<file path="src/hw/rtl/dryth_pkg.sv">
// dryth_pkg: shared types, codes, register reset values and profile rom
// for the dryer heater thermostat; no dependencies
`default_nettype none

package dryth_pkg;

  typedef enum logic [2:0] {
    REQ_TICK   = 3'd0,
    REQ_SAMPLE = 3'd1,
    REQ_START  = 3'd2,
    REQ_MON    = 3'd3,
    REQ_MOFF   = 3'd4
  } req_t;

  typedef enum logic [1:0] {
    MODE_IDLE = 2'd0,
    MODE_AUTO = 2'd1,
    MODE_MON  = 2'd2,
    MODE_MOFF = 2'd3
  } mode_t;

  typedef enum logic [2:0] {
    RSN_BOOT     = 3'd0,
    RSN_TIMEOUT  = 3'd1,
    RSN_OVERTEMP = 3'd2,
    RSN_IDLE     = 3'd3,
    RSN_MANUAL   = 3'd4,
    RSN_DONE     = 3'd5,
    RSN_HEAT     = 3'd6,
    RSN_HOLD     = 3'd7
  } reason_t;

  typedef enum logic [1:0] {
    CFG_MAX_TEMP   = 2'd0,
    CFG_SENSOR_TMO = 2'd1,
    CFG_MANUAL_TMO = 2'd2
  } cfg_idx_t;

  localparam logic signed [11:0] MAX_TEMP_RST   = 12'sd700;
  localparam logic [31:0]        SENSOR_TMO_RST = 32'd10000;
  localparam logic [31:0]        MANUAL_TMO_RST = 32'd3600000;

  localparam logic [2:0]         ROM_ENTRIES = 3'd6;
  localparam logic signed [11:0] HYST_TENTHS = 12'sd20;

  // remaining time: saturate at 6 h, else floor(ms/1000) = floor((ms>>3)/125)
  localparam logic [14:0] REM_MAX      = 15'd21600;
  localparam logic [31:0] REM_SAT_MS   = 32'd21600000;
  localparam int          DIV_IN_W     = 22;
  localparam logic [22:0] RECIP_125    = 23'd4294968;
  localparam int          RECIP_SHIFT  = 29;
  localparam int          PROD_W       = 45;

  typedef struct packed {
    logic        relay;
    logic [1:0]  mode;
    logic [2:0]  reason;
    logic        fault;
    logic        ok;
  } status_t;

  typedef struct packed {
    status_t     st;
    logic        timed;
    logic [31:0] now;
    logic [31:0] start;
    logic [31:0] period;
  } snap_t;

  function automatic logic signed [11:0] rom_target(input logic [2:0] idx);
    logic signed [11:0] t;
    case (idx)
      3'd0:    t = 12'sd450;
      3'd1:    t = 12'sd550;
      3'd2:    t = 12'sd600;
      3'd3:    t = 12'sd600;
      3'd4:    t = 12'sd500;
      3'd5:    t = 12'sd650;
      default: t = 12'sd450;
    endcase
    return t;
  endfunction

  function automatic logic [31:0] rom_dur(input logic [2:0] idx);
    logic [31:0] d;
    case (idx)
      3'd0:    d = 32'd7200000;
      3'd1:    d = 32'd14400000;
      3'd2:    d = 32'd10800000;
      3'd3:    d = 32'd14400000;
      3'd4:    d = 32'd14400000;
      3'd5:    d = 32'd21600000;
      default: d = 32'd7200000;
    endcase
    return d;
  endfunction

endpackage

`default_nettype wire

</file>
<file path="src/hw/rtl/dryth_core.sv">
// dryth_core: request register, thermostat state, config registers and
// next-state rules; depends on dryth_pkg
`default_nettype none

module dryth_core #(
  parameter int PROFILE_COUNT = 6
) (
  input  wire                     clk,
  input  wire                     rst_n,
  input  wire                     in_valid,
  output logic                    in_ready,
  input  wire  [2:0]              in_req_type,
  input  wire  [31:0]             in_now_ms,
  input  wire  signed [11:0]      in_temp_tenths,
  input  wire                     in_sample_valid,
  input  wire  [2:0]              in_profile_index,
  input  wire                     cfg_valid,
  input  wire  [1:0]              cfg_index,
  input  wire  [31:0]             cfg_data,
  output logic                    snap_valid,
  input  wire                     snap_ready,
  output dryth_pkg::snap_t        snap
);
  import dryth_pkg::*;

  // request register
  logic               s0_valid_r;
  logic [2:0]         s0_req_r;
  logic [31:0]        s0_now_r;
  logic signed [11:0] s0_temp_r;
  logic               s0_sv_r;
  logic [2:0]         s0_idx_r;

  // config
  logic signed [11:0] max_temp_r;
  logic [31:0]        sensor_tmo_r;
  logic [31:0]        manual_tmo_r;

  // architectural state
  logic [1:0]         mode_r, mode_nxt;
  logic               heater_r, heater_nxt;
  logic               fault_r, fault_nxt;
  logic signed [11:0] temp_r, temp_nxt;
  logic [31:0]        valid_ms_r, valid_ms_nxt;
  logic [31:0]        start_r, start_nxt;
  logic [2:0]         prof_r, prof_nxt;
  logic [2:0]         reason_r, reason_nxt;
  logic               ok;

  logic               fire;
  logic               idx_ok;
  logic [31:0]        since_valid;
  logic [31:0]        since_start;
  logic signed [11:0] tgt;
  logic signed [11:0] tgt_lo;

  assign fire     = s0_valid_r && snap_ready;
  assign in_ready = !s0_valid_r || snap_ready;

  assign idx_ok = ({1'b0, s0_idx_r} < 4'(PROFILE_COUNT)) && (s0_idx_r < ROM_ENTRIES);
  assign since_valid = s0_now_r - valid_ms_r;
  assign since_start = s0_now_r - start_r;
  assign tgt    = rom_target(prof_r);
  assign tgt_lo = tgt - HYST_TENTHS;

  always_comb begin
    mode_nxt     = mode_r;
    heater_nxt   = heater_r;
    fault_nxt    = fault_r;
    temp_nxt     = temp_r;
    valid_ms_nxt = valid_ms_r;
    start_nxt    = start_r;
    prof_nxt     = prof_r;
    reason_nxt   = reason_r;
    ok           = 1'b1;
    unique case (s0_req_r)
      REQ_TICK: begin
        if (since_valid > sensor_tmo_r) begin
          fault_nxt  = 1'b1;
          mode_nxt   = MODE_IDLE;
          heater_nxt = 1'b0;
          reason_nxt = RSN_TIMEOUT;
        end else if (temp_r >= max_temp_r) begin
          mode_nxt   = MODE_IDLE;
          heater_nxt = 1'b0;
          reason_nxt = RSN_OVERTEMP;
        end else if (mode_r == MODE_MON) begin
          if (since_start > manual_tmo_r) begin
            mode_nxt   = MODE_IDLE;
            heater_nxt = 1'b0;
          end else begin
            heater_nxt = 1'b1;
            reason_nxt = RSN_MANUAL;
          end
        end else if (mode_r == MODE_AUTO) begin
          if (since_start > rom_dur(prof_r)) begin
            mode_nxt   = MODE_IDLE;
            heater_nxt = 1'b0;
            reason_nxt = RSN_DONE;
          end else if (temp_r < tgt_lo) begin
            heater_nxt = 1'b1;
            reason_nxt = RSN_HEAT;
          end else if (temp_r >= tgt) begin
            heater_nxt = 1'b0;
            reason_nxt = RSN_HOLD;
          end
        end else begin
          heater_nxt = 1'b0;
          reason_nxt = RSN_IDLE;
        end
      end
      REQ_SAMPLE: begin
        if (s0_sv_r) begin
          temp_nxt     = s0_temp_r;
          valid_ms_nxt = s0_now_r;
          fault_nxt    = 1'b0;
        end
      end
      REQ_START: begin
        if (idx_ok) begin
          prof_nxt  = s0_idx_r;
          mode_nxt  = MODE_AUTO;
          start_nxt = s0_now_r;
        end else begin
          ok = 1'b0;
        end
      end
      REQ_MON: begin
        mode_nxt  = MODE_MON;
        start_nxt = s0_now_r;
      end
      REQ_MOFF: mode_nxt = MODE_MOFF;
      default: ;
    endcase
  end

  // snapshot of the status after this request, plus what the remaining
  // time pipeline needs
  always_comb begin
    snap_valid      = s0_valid_r;
    snap.st.relay   = heater_nxt;
    snap.st.mode    = mode_nxt;
    snap.st.reason  = reason_nxt;
    snap.st.fault   = fault_nxt;
    snap.st.ok      = ok;
    snap.timed      = (mode_nxt == MODE_AUTO) || (mode_nxt == MODE_MON);
    snap.now        = s0_now_r;
    snap.start      = start_nxt;
    snap.period     = (mode_nxt == MODE_AUTO) ? rom_dur(prof_nxt) : manual_tmo_r;
  end

  always_ff @(posedge clk) begin
    if (!rst_n) begin
      s0_valid_r   <= 1'b0;
      max_temp_r   <= MAX_TEMP_RST;
      sensor_tmo_r <= SENSOR_TMO_RST;
      manual_tmo_r <= MANUAL_TMO_RST;
      mode_r       <= MODE_IDLE;
      heater_r     <= 1'b0;
      fault_r      <= 1'b0;
      temp_r       <= '0;
      valid_ms_r   <= '0;
      start_r      <= '0;
      prof_r       <= '0;
      reason_r     <= RSN_BOOT;
    end else begin
      if (in_ready) begin
        s0_valid_r <= in_valid;
      end
      if (cfg_valid) begin
        unique case (cfg_index)
          CFG_MAX_TEMP:   max_temp_r   <= signed'(cfg_data[11:0]);
          CFG_SENSOR_TMO: sensor_tmo_r <= cfg_data;
          CFG_MANUAL_TMO: manual_tmo_r <= cfg_data;
          default: ;
        endcase
      end
      if (fire) begin
        mode_r     <= mode_nxt;
        heater_r   <= heater_nxt;
        fault_r    <= fault_nxt;
        temp_r     <= temp_nxt;
        valid_ms_r <= valid_ms_nxt;
        start_r    <= start_nxt;
        prof_r     <= prof_nxt;
        reason_r   <= reason_nxt;
      end
    end
  end

  always_ff @(posedge clk) begin
    if (in_valid && in_ready) begin
      s0_req_r  <= in_req_type;
      s0_now_r  <= in_now_ms;
      s0_temp_r <= in_temp_tenths;
      s0_sv_r   <= in_sample_valid;
      s0_idx_r  <= in_profile_index;
    end
  end

endmodule

`default_nettype wire

</file>
<file path="src/hw/rtl/dryth_rem.sv">
// dryth_rem: remaining-seconds pipeline and result register
// (elapsed, difference and saturation, reciprocal multiply); depends on dryth_pkg
`default_nettype none

module dryth_rem (
  input  wire                clk,
  input  wire                rst_n,
  input  wire                snap_valid,
  output logic               snap_ready,
  input  dryth_pkg::snap_t   snap,
  output logic               out_valid,
  input  wire                out_ready,
  output dryth_pkg::status_t out_st,
  output logic [14:0]        out_rem
);
  import dryth_pkg::*;

  logic                s1_v_r, s2_v_r, s3_v_r, o_v_r;
  logic                s1_rdy, s2_rdy, s3_rdy, o_rdy;

  snap_t               s1_r;
  status_t             s2_st_r, s3_st_r, o_st_r;
  logic                s2_timed_r;
  logic [31:0]         s2_el_r, s2_period_r;
  logic                s3_zero_r, s3_sat_r;
  logic [DIV_IN_W-1:0] s3_q_r;
  logic [14:0]         o_rem_r;

  logic [31:0]         rem_ms;
  logic [PROD_W-1:0]   prod;
  logic [14:0]         rem_nxt;

  assign o_rdy      = !o_v_r || out_ready;
  assign s3_rdy     = !s3_v_r || o_rdy;
  assign s2_rdy     = !s2_v_r || s3_rdy;
  assign s1_rdy     = !s1_v_r || s2_rdy;
  assign snap_ready = s1_rdy;

  assign rem_ms  = s2_period_r - s2_el_r;
  assign prod    = PROD_W'(s3_q_r) * PROD_W'(RECIP_125);
  assign rem_nxt = s3_zero_r ? 15'd0 :
                   s3_sat_r  ? REM_MAX : prod[RECIP_SHIFT+14:RECIP_SHIFT];

  always_ff @(posedge clk) begin
    if (!rst_n) begin
      s1_v_r <= 1'b0;
      s2_v_r <= 1'b0;
      s3_v_r <= 1'b0;
      o_v_r  <= 1'b0;
    end else begin
      if (s1_rdy) s1_v_r <= snap_valid;
      if (s2_rdy) s2_v_r <= s1_v_r;
      if (s3_rdy) s3_v_r <= s2_v_r;
      if (o_rdy)  o_v_r  <= s3_v_r;
    end
  end

  always_ff @(posedge clk) begin
    if (s1_rdy && snap_valid) begin
      s1_r <= snap;
    end
    if (s2_rdy && s1_v_r) begin
      s2_st_r     <= s1_r.st;
      s2_timed_r  <= s1_r.timed;
      s2_el_r     <= s1_r.now - s1_r.start;
      s2_period_r <= s1_r.period;
    end
    if (s3_rdy && s2_v_r) begin
      s3_st_r   <= s2_st_r;
      s3_zero_r <= !s2_timed_r || (s2_period_r <= s2_el_r);
      s3_sat_r  <= rem_ms >= REM_SAT_MS;
      s3_q_r    <= rem_ms[DIV_IN_W+2:3];
    end
    if (o_rdy && s3_v_r) begin
      o_st_r  <= s3_st_r;
      o_rem_r <= rem_nxt;
    end
  end

  assign out_valid = o_v_r;
  assign out_st    = o_st_r;
  assign out_rem   = o_rem_r;

endmodule

`default_nettype wire

</file>
<file path="src/hw/rtl/dryer_heater_thermostat_unit.sv">
// dryer_heater_thermostat_unit: top level of the heater thermostat
// depends on dryth_pkg, dryth_core and dryth_rem
//
// usage
//   in_*  : one request per handshake (tick, sensor sample, start profile,
//           manual on, manual off), each with its millisecond timestamp
//   out_* : exactly one status result per request, in request order
//   cfg_* : register writes (0 max temp, 1 sensor timeout, 2 manual timeout),
//           always ready, taken in the cycle they are offered
// pipeline: an accepted request passes through state update into the
//   snapshot register, elapsed time, difference and saturation, and
//   reciprocal multiply into the result register
// throughput: one request per cycle while no result stalls; state is updated
//   straight out of the request register, so back-to-back requests see each
//   other's effects
// stall: every stage has its own valid and moves up into free slots, so
//   requests keep being taken until the pipeline is full behind a stalled
//   result; in_ready is high whenever no result is waiting
// reset: synchronous, active low; mode idle, relay off, reason booting,
//   config back to 70.0 C, 10 s sensor timeout and 1 h manual timeout
`default_nettype none

module dryer_heater_thermostat_unit #(
  parameter int PROFILE_COUNT = 6
) (
  input  wire                clk,
  input  wire                rst_n,
  // request channel
  input  wire                in_valid,
  output logic               in_ready,
  input  wire  [2:0]         in_req_type,
  input  wire  [31:0]        in_now_ms,
  input  wire  signed [11:0] in_temp_tenths,
  input  wire                in_sample_valid,
  input  wire  [2:0]         in_profile_index,
  // result channel
  output logic               out_valid,
  input  wire                out_ready,
  output logic               out_relay_on,
  output logic [1:0]         out_mode,
  output logic [2:0]         out_reason,
  output logic               out_sensor_fault,
  output logic [14:0]        out_remaining_s,
  output logic               out_cmd_ok,
  // configuration write channel
  input  wire                cfg_valid,
  output logic               cfg_ready,
  input  wire  [1:0]         cfg_index,
  input  wire  [31:0]        cfg_data
);
  import dryth_pkg::*;

  snap_t   snap;
  logic    snap_valid;
  logic    snap_ready;
  status_t out_st;

  // config registers are plain flops, a write never waits
  assign cfg_ready = 1'b1;

  // request register, thermostat state and next-state rules
  dryth_core #(
    .PROFILE_COUNT (PROFILE_COUNT)
  ) u_core (
    .clk              (clk),
    .rst_n            (rst_n),
    .in_valid         (in_valid),
    .in_ready         (in_ready),
    .in_req_type      (in_req_type),
    .in_now_ms        (in_now_ms),
    .in_temp_tenths   (in_temp_tenths),
    .in_sample_valid  (in_sample_valid),
    .in_profile_index (in_profile_index),
    .cfg_valid        (cfg_valid),
    .cfg_index        (cfg_index),
    .cfg_data         (cfg_data),
    .snap_valid       (snap_valid),
    .snap_ready       (snap_ready),
    .snap             (snap)
  );

  // remaining-seconds pipeline ending in the result register
  dryth_rem u_rem (
    .clk        (clk),
    .rst_n      (rst_n),
    .snap_valid (snap_valid),
    .snap_ready (snap_ready),
    .snap       (snap),
    .out_valid  (out_valid),
    .out_ready  (out_ready),
    .out_st     (out_st),
    .out_rem    (out_remaining_s)
  );

  assign out_relay_on     = out_st.relay;
  assign out_mode         = out_st.mode;
  assign out_reason       = out_st.reason;
  assign out_sensor_fault = out_st.fault;
  assign out_cmd_ok       = out_st.ok;

`ifndef SYNTHESIS
  // every way into idle drops the relay
  a_idle_relay_off: assert property (@(posedge clk) disable iff (!rst_n)
    out_valid && (out_mode == MODE_IDLE) |-> !out_relay_on)
    else $error("relay on while idle");

  // no timed period outside auto and manual on
  a_untimed_zero: assert property (@(posedge clk) disable iff (!rst_n)
    out_valid && ((out_mode == MODE_IDLE) || (out_mode == MODE_MOFF))
      |-> (out_remaining_s == 15'd0))
    else $error("remaining time outside a timed mode");

  // saturation bound of the remaining-time reciprocal multiply
  a_rem_bound: assert property (@(posedge clk) disable iff (!rst_n)
    out_valid |-> (out_remaining_s <= REM_MAX))
    else $error("remaining time above saturation");

  // with the result register empty the whole pipeline drains forward
  a_ready_when_empty: assert property (@(posedge clk) disable iff (!rst_n)
    !out_valid |-> in_ready)
    else $error("request stalled with empty result register");
`endif

endmodule

`default_nettype wire

</file>
<file path="config.mk">
export PLATFORM = sky130hd
export DESIGN_NAME = dryer_heater_thermostat_unit
export DESIGN_NICKNAME = d
export VERILOG_FILES = /design/src/hw/rtl/dryth_pkg.sv /design/src/hw/rtl/dryth_core.sv /design/src/hw/rtl/dryth_rem.sv /design/src/hw/rtl/dryer_heater_thermostat_unit.sv
export SDC_FILE = /design/constraint.sdc
export NUM_CORES = 1
export LEC_CHECK = 0
export BUFFER_PORTS_ARGS = -buffer_cell sky130_fd_sc_hd__buf_2
export CAP_MARGIN = 20
export CORE_ASPECT_RATIO = 1.75
export CORE_MARGIN = 2
export CORE_UTILIZATION = 30
export CTS_CLUSTER_SIZE = 20
export DETAILED_ROUTE_END_ITERATION = 12
export PLACE_DENSITY = 0.56
export SETUP_SLACK_MARGIN = 0.4
export SKIP_LAST_GASP = 1
export SLEW_MARGIN = 20
export SYNTH_ARGS = -nofsm -noshare
export SYNTH_HDL_FRONTEND = slang
export SYNTH_HIERARCHICAL = 1
export SYNTH_SLANG_ARGS = --single-unit
</file>
<file path="constraint.sdc">
create_clock -name clk -period 6.1 [get_ports clk]
set_input_delay 0 -clock clk [delete_from_list [all_inputs] [get_ports clk]]
set_output_delay 0 -clock clk [all_outputs]
set_load 0.01 [all_outputs]
</file>
# Word level (Yosys, flattened, before mapping)
# Cells that the tools add are included.
dict set report word_totals {
  output_inout_bits 26
  n_memories 0
  latchBits 0
  ff_bits 451
  wordCells 162
  rom_bits 0
  in_bits 90
  ramBits 0
}
dict set report op_classes {
  n_reduce_logical 29
  n_shift 0
  div 0
  mux 44
  n_mul 1
  n_bitwise 0
  n_eq_ne 20
  n_lt_le_gt_ge 10
  addsub 5
}
# op count
set op_table {}
lappend op_table {{2-to-1 mux 32 bit} 7}
lappend op_table {{case mux 25 bit (3 select lines)} 2}
lappend op_table {{subtractor 32 bit} 4}
lappend op_table {{greater-than comparator 32 bit} 3}
lappend op_table {{case mux 32 bit (2 select lines)} 1}
lappend op_table {{multiplier 22 x 20 -> 41 bit, second input constant} 1}
lappend op_table {{case mux 10 bit (4 select lines)} 1}
lappend op_table {{2-to-1 mux 3 bit} 11}
lappend op_table {{greater-or-equal comparator 32 x 25 -> 1 bit, second input constant} 1}
lappend op_table {{less-or-equal comparator 32 bit} 1}
lappend op_table {{equality test 3 x 2 -> 1 bit, second input constant} 6}
lappend op_table {{equality test 3 bit, second input constant} 5}
lappend op_table {{2-to-1 mux 15 bit} 1}
lappend op_table {{2-to-1 mux 2 bit} 7}
lappend op_table {{greater-or-equal comparator 12 x 11 -> 1 bit} 1}
lappend op_table {{greater-or-equal comparator 12 bit} 1}
lappend op_table {{< comparator 12 bit} 1}
lappend op_table {{2-to-1 mux 1 bit} 12}
lappend op_table {{subtractor 10 x 5 -> 11 bit, second input constant} 1}
lappend op_table {{equality test 3 x 1 -> 1 bit, second input constant} 3}
lappend op_table {{case mux 2 bit (4 select lines)} 1}
lappend op_table {{logical OR 1 bit} 7}
lappend op_table {{equality test 2 x 1 -> 1 bit, second input constant} 3}
lappend op_table {{equality test 2 bit, second input constant} 3}
lappend op_table {{10 further kinds} 25}

# Logic depth before layout (Yosys ltp)
dict set report depth {
  ltp_word 17
  mapped_depth 29
  depth_no_buf 28
}

# Modules after synthesis
# The synthesis kept the hierarchy.
# module n_inst seq_area_each_um2 area_per_inst_um2 cells_per_inst
set modules_own_cells {}
lappend modules_own_cells {dryth_rem 1 7076.8 16622.2 1397}
lappend modules_own_cells {dryth_core 1 4794.6 14549.0 1786}
lappend modules_own_cells {dryer_heater_thermostat_unit 1 0.0 11.3 2}

# Worst setup path after synthesis
# Ideal clock, no wire load.
dict set report synth_path {
  path_type {register -> register}
  startpoint {reg u_rem.s1_v_r}
  endpoint {reg u_rem/s1_r[0] (netlist bit), enable pin}
  path_stages_with_launch 2
  t_arrival_ps 6020
  path_buffers 0
  required_ps 5468
  setup_slack_ps -552
  setup_ps 632
  period_less_slack_ps 6652
  cell_sequence {dfxtp_1 a31oi_1}
}
dict set report synth_via {
  elab_chain_cells 3
}
# item line
set synth_rtl {}
lappend synth_rtl {{from (decl)} dryth_rem.sv:18} ;# logic s1_v_r, s2_v_r, s3_v_r, o_v_r;
lappend synth_rtl {{from (signal assigned)} dryth_rem.sv:51} ;# if (s1_rdy) s1_v_r <= snap_valid;
lappend synth_rtl {{zero test 1 bit} dryth_rem.sv:36} ;# assign s1_rdy = !s1_v_r || s2_rdy;
lappend synth_rtl {{logical OR 1 bit} dryth_rem.sv:36}
lappend synth_rtl {{logical AND 1 bit} dryth_rem.sv:59} ;# if (s1_rdy && snap_valid) begin
lappend synth_rtl {{to (signal assigned)} dryth_rem.sv:60} ;# s1_r <= snap;
lappend synth_rtl {{to (decl)} dryth_rem.sv:21} ;# snap_t s1_r;
# Every way passes these cells.
# A chain may end at the register's enable or synchronous reset.

==> impl_metrics.csv <==
group,metric,value,unit
yosys,syn_avg_cell_area,9.79,um^2
placement,placement.cell_area,0.0345,mm^2
global_route,grt_pass1_wl,137,mm
sta,rsz0062_at_grt,"true",
placement,gp_congestion,0.938,
global_route,grt_max_degree,106,
critical_path,crit_path_top_delay_cell,"edfxtp_1",
yosys,ys_seq_area_frac,0.381,
global_route,grt_pass1_vias,25500,
critical_path,worst_setup_path_start_kind,"flop",
power,power_density,252,mW/mm^2
critical_path,worstReg2RegStart,"u_core/s0_now_r[1]",
placement,numPortBuffers,114,
sta,min_period,6.08,ns
cells_and_area,drive_above_1_share,0.170,
routing,wl_per_cell,18.0,um
cells_and_area,nets,4196,
yosys,synth_nets,3789,
routing,drt-pass1-iter-count,5,
sta,timing.fmax,0.165,GHz
cells_and_area,syn_to_final_growth,22.4,%
sta,final_max_slew_viol_count,0,
placement,place_ws,-0.834,ns
sta,period_share,0.997,
critical_path,crit_arrival,6.45,ns
routing,ant_nets,0,
critical_path,slowest_delay,0.41,ns
critical_path,worstSetupPathType,"flop to flop",
critical_path,required,6.47,ns
floorplan,die_width,248,um
floorplan,start_util,0.302,
placement,dpl.hpwl,70.6,mm
sta,worst_slack,0.0213,ns
yosys,yosys_warnings,6,
yosys,netlist_instances,3185,
critical_path,ff2ff_setup_slack,0.02,ns
critical_path,crit_path_frequent_cell,"buf_4",
clock_network,clk_pin_slew,0.07,ns
critical_path,crit_fanout,5,
clock_network,cts_root_buffer,"clkbuf_16",
yosys,synthFlopType,"edfxtp_1",
floorplan,die_height,430,um
critical_path,crit_end,"u_rem/s1_r[23]",
sta,clock_skew,0.0547,ns
routing,viasPerCell,4.92,
yosys,syn_area,0.0312,mm^2
power,max-vdd-ir-drop,257,uV
global_route,antenna_found_initial,0,
worst_hold_path,hp-class,"primary input to flop",
yosys,yosysUniqueCellTypes,96,
critical_path,startpoint,"u_core/s0_now_r[1]",
routing,drc,0,
clock_network,cts_buffers,44,
routing,first_iter_violations,942,
floorplan,num_rows,156,
floorplan,core-area,0.103,mm^2
critical_path,critPathCaptureType,"flop",
clock_network,worstSkewPairLatency,0.61,ns
yosys,synth-seq-cells,451,
job,drv_cap,0,
floorplan,io_pins,116,
global_route,track_usage,0.167,
sta,hold_viol_final,0,
routing,wl,89.3,mm
status,status,"completed",
clock_network,cts_buffer_depth,3,
clock_network,cts_tree,"built",
critical_path,reg2reg_depth,29,
power,leakage,16.2,nW
sta,setup_viol,0,
floorplan,die_area,0.107,mm^2
sta,slew_headroom,0.281,
sta,tightest_slew,1.05,ns
clock_network,h-tree-depth,2,
cells_and_area,design_area,0.0382,mm^2
global_route,grt_overflow,0,
yosys,async_reset_ff_frac,0,
critical_path,r2r_end,"u_rem/s1_r[23]",
routing,num_vias,24500,
yosys,synth_edf_count,284,
clock_network,clkSinkCount,451,
-- cell usage after synthesis (8+ instances only) --
| cell type | number | area share |
|---|---|---|
| nor4_1 | 11 | 0.0022 |
| fa_1 | 101 | 0.065 |
| nand4_1 | 37 | 0.0074 |
| a21oi_1 | 263 | 0.042 |
| dfxtp_1 | 167 | 0.11 |
| mux2_2 | 32 | 0.012 |
| o2111ai_1 | 8 | 0.0022 |
| o31ai_1 | 9 | 0.0022 |
| a21boi_0 | 8 | 0.0019 |
| o22ai_1 | 8 | 0.0016 |
| o21a_1 | 41 | 0.0099 |
| clkbuf_1 | 68 | 0.0082 |
| inv_1 | 427 | 0.051 |
| nand3b_1 | 8 | 0.0019 |
| nand2_1 | 321 | 0.039 |
| and3_1 | 17 | 0.0034 |
| nand3_1 | 47 | 0.0075 |
| xnor2_1 | 74 | 0.021 |
| a211oi_1 | 53 | 0.013 |
| a31oi_1 | 20 | 0.0040 |
| edfxtp_1 | 284 | 0.27 |
| o21ai_1 | 14 | 0.0022 |
| a21o_1 | 101 | 0.024 |
| nand2b_1 | 24 | 0.0048 |
| or2_2 | 11 | 0.0022 |
| nor2b_1 | 33 | 0.0066 |
| nor3_1 | 39 | 0.0063 |
| o21ai_0 | 101 | 0.016 |
| and4_1 | 10 | 0.0028 |
| o21bai_1 | 22 | 0.0053 |
| mux2i_1 | 8 | 0.0026 |
| or3_1 | 17 | 0.0034 |
| nor2_1 | 160 | 0.019 |
| ha_1 | 413 | 0.17 |
| xor2_1 | 35 | 0.0098 |
| o211ai_1 | 33 | 0.0079 |
| a31o_2 | 8 | 0.0022 |
| and2_1 | 16 | 0.0032 |
-- per-layer routing --
| layer | up-vias | GRT usage | share of wire |
|---|---|---|---|
| li1 | 12000 | - | - |
| met1 | 11800 | 0.154 | 0.34 |
| met2 | 445 | 0.337 | 0.56 |
| met3 | 226 | 0.0141 | 0.024 |
| met4 | 0 | 0.110 | 0.075 |
| met5 | - | 0 | 0 |
-- per-stage QoR --
step / cells / util / total power [W] / hold slack (ns) / setup TNS, ns
2_1_floorplan: 3185 / - / 0.00557 / 0.0989 / -97.39
3_3_place_gp: 4738 / 0.334 / 0.00652 / 0.177 / -18.19
3_5_place_dp: 4738 / 0.334 / 0.00656 / 0.178 / -21.39
4_1_cts: 4949 / 0.365 / 0.00960 / 0.0483 / 0
5_1_grt: 4970 / 0.370 / 0.0102 / 0.0700 / -2.57
6_report: 4971 / 0.370 / 0.00963 / 0.0917 / 0
-- placed cells by master (no fill, tap or decap), drive strengths merged, types with 38 or more instances in the layout --
| cell | instances |
|---|---|
| a211oi | 55 |
| a21o | 102 |
| a21oi | 264 |
| buf | 359 |
| clkbuf | 55 |
| dfxtp | 167 |
| dlygate4sd3 | 92 |
| edfxtp | 284 |
| fa | 101 |
| ha | 413 |
| inv | 431 |
| nand2 | 322 |
| nand3 | 47 |
| nand4 | 38 |
| nor2 | 160 |
| nor3 | 41 |
| o21a | 41 |
| o21ai | 117 |
| xnor2 | 75 |
-- kinds of logic after synthesis --
group,Yosys count,synth area share
and+or+nand+nor,782,0.119
AOI/OAI and AO/OA,769,0.160
buffers and inverters,517,0.0641
adders and majority gates,515,0.231
DFF,451,0.381
xor gates and xnor gates,110,0.0311
muxes,40,0.0141
other,1,0.000120
-- worst max-delay path: cells and delay by family, from the launching register on --
family          cells  cell delay, ns
compound gates     11            2.05
fa+ha+maj           3            0.77
buf+inv             7            1.12
xor+xnor            1            0.18
simple gates        7            1.30
flops               1            0.41
-- worst min-delay path by stage --
stage | cells after the start | slack, ns | to | start
after floorplan | 0 | 0.1 | u_core/s0_idx_r[0] | in_profile_index[0]
after global placement | 1 | 0.18 | u_core/s0_now_r[31] | in_now_ms[31]
after detailed placement | 1 | 0.18 | u_core/s0_now_r[21] | in_now_ms[21]
after CTS | 2 | 0.05 | u_core/s0_temp_r[9] | in_temp_tenths[9]
after global routing | 2 | 0.07 | u_core/s0_now_r[19] | in_now_ms[19]
final | 2 | 0.09 | u_core/s0_now_r[21] | in_now_ms[21]
-- cell type report --
type | instances | area, um^2
fillers | 10300 | 65100
clock buffers | 55 | 1170
multi-input cells | 2217 | 18100
diodes | 1 | 2.50
clock inverters | 26 | 277
repair buffers | 451 | 3470
flip-flops and latches | 451 | 11900
well taps | 1343 | 1680
inverters | 427 | 1610
-- report_power, final --
| group | internal (W) | switching (W) |
|---|---|---|
| Clock | 0.00155 | 0.00125 |
| Sequential | 0.00342 | 0.0000770 |
| Combinational | 0.00147 | 0.00186 |
| Total | 0.00644 | 0.00319 |
-- repair_timing --
action	in CTS	in global routing
hold buffers	92	0
gates resized for setup	114	59
setup endpoints to repair	60	49
cloned	1	0
pin swaps	54	65
buffers inserted	37	21
endpoints found under the hold margin	130	0
-- registers in the layout, indices dropped and copies added (netlist names), 15 cells and up --
signal and flops:
u_core/manual_tmo_r 32, u_rem/s2_period_r 32, u_rem/s2_el_r 32, u_rem/out_rem 15, u_rem/s1_r 105, u_core/valid_ms_r 32, u_core/start_r 32, u_rem/s3_q_r 22
u_core/sensor_tmo_r 32, u_core/s0_now_r 32
No activity file was read; power rests on OpenSTA's default activity.
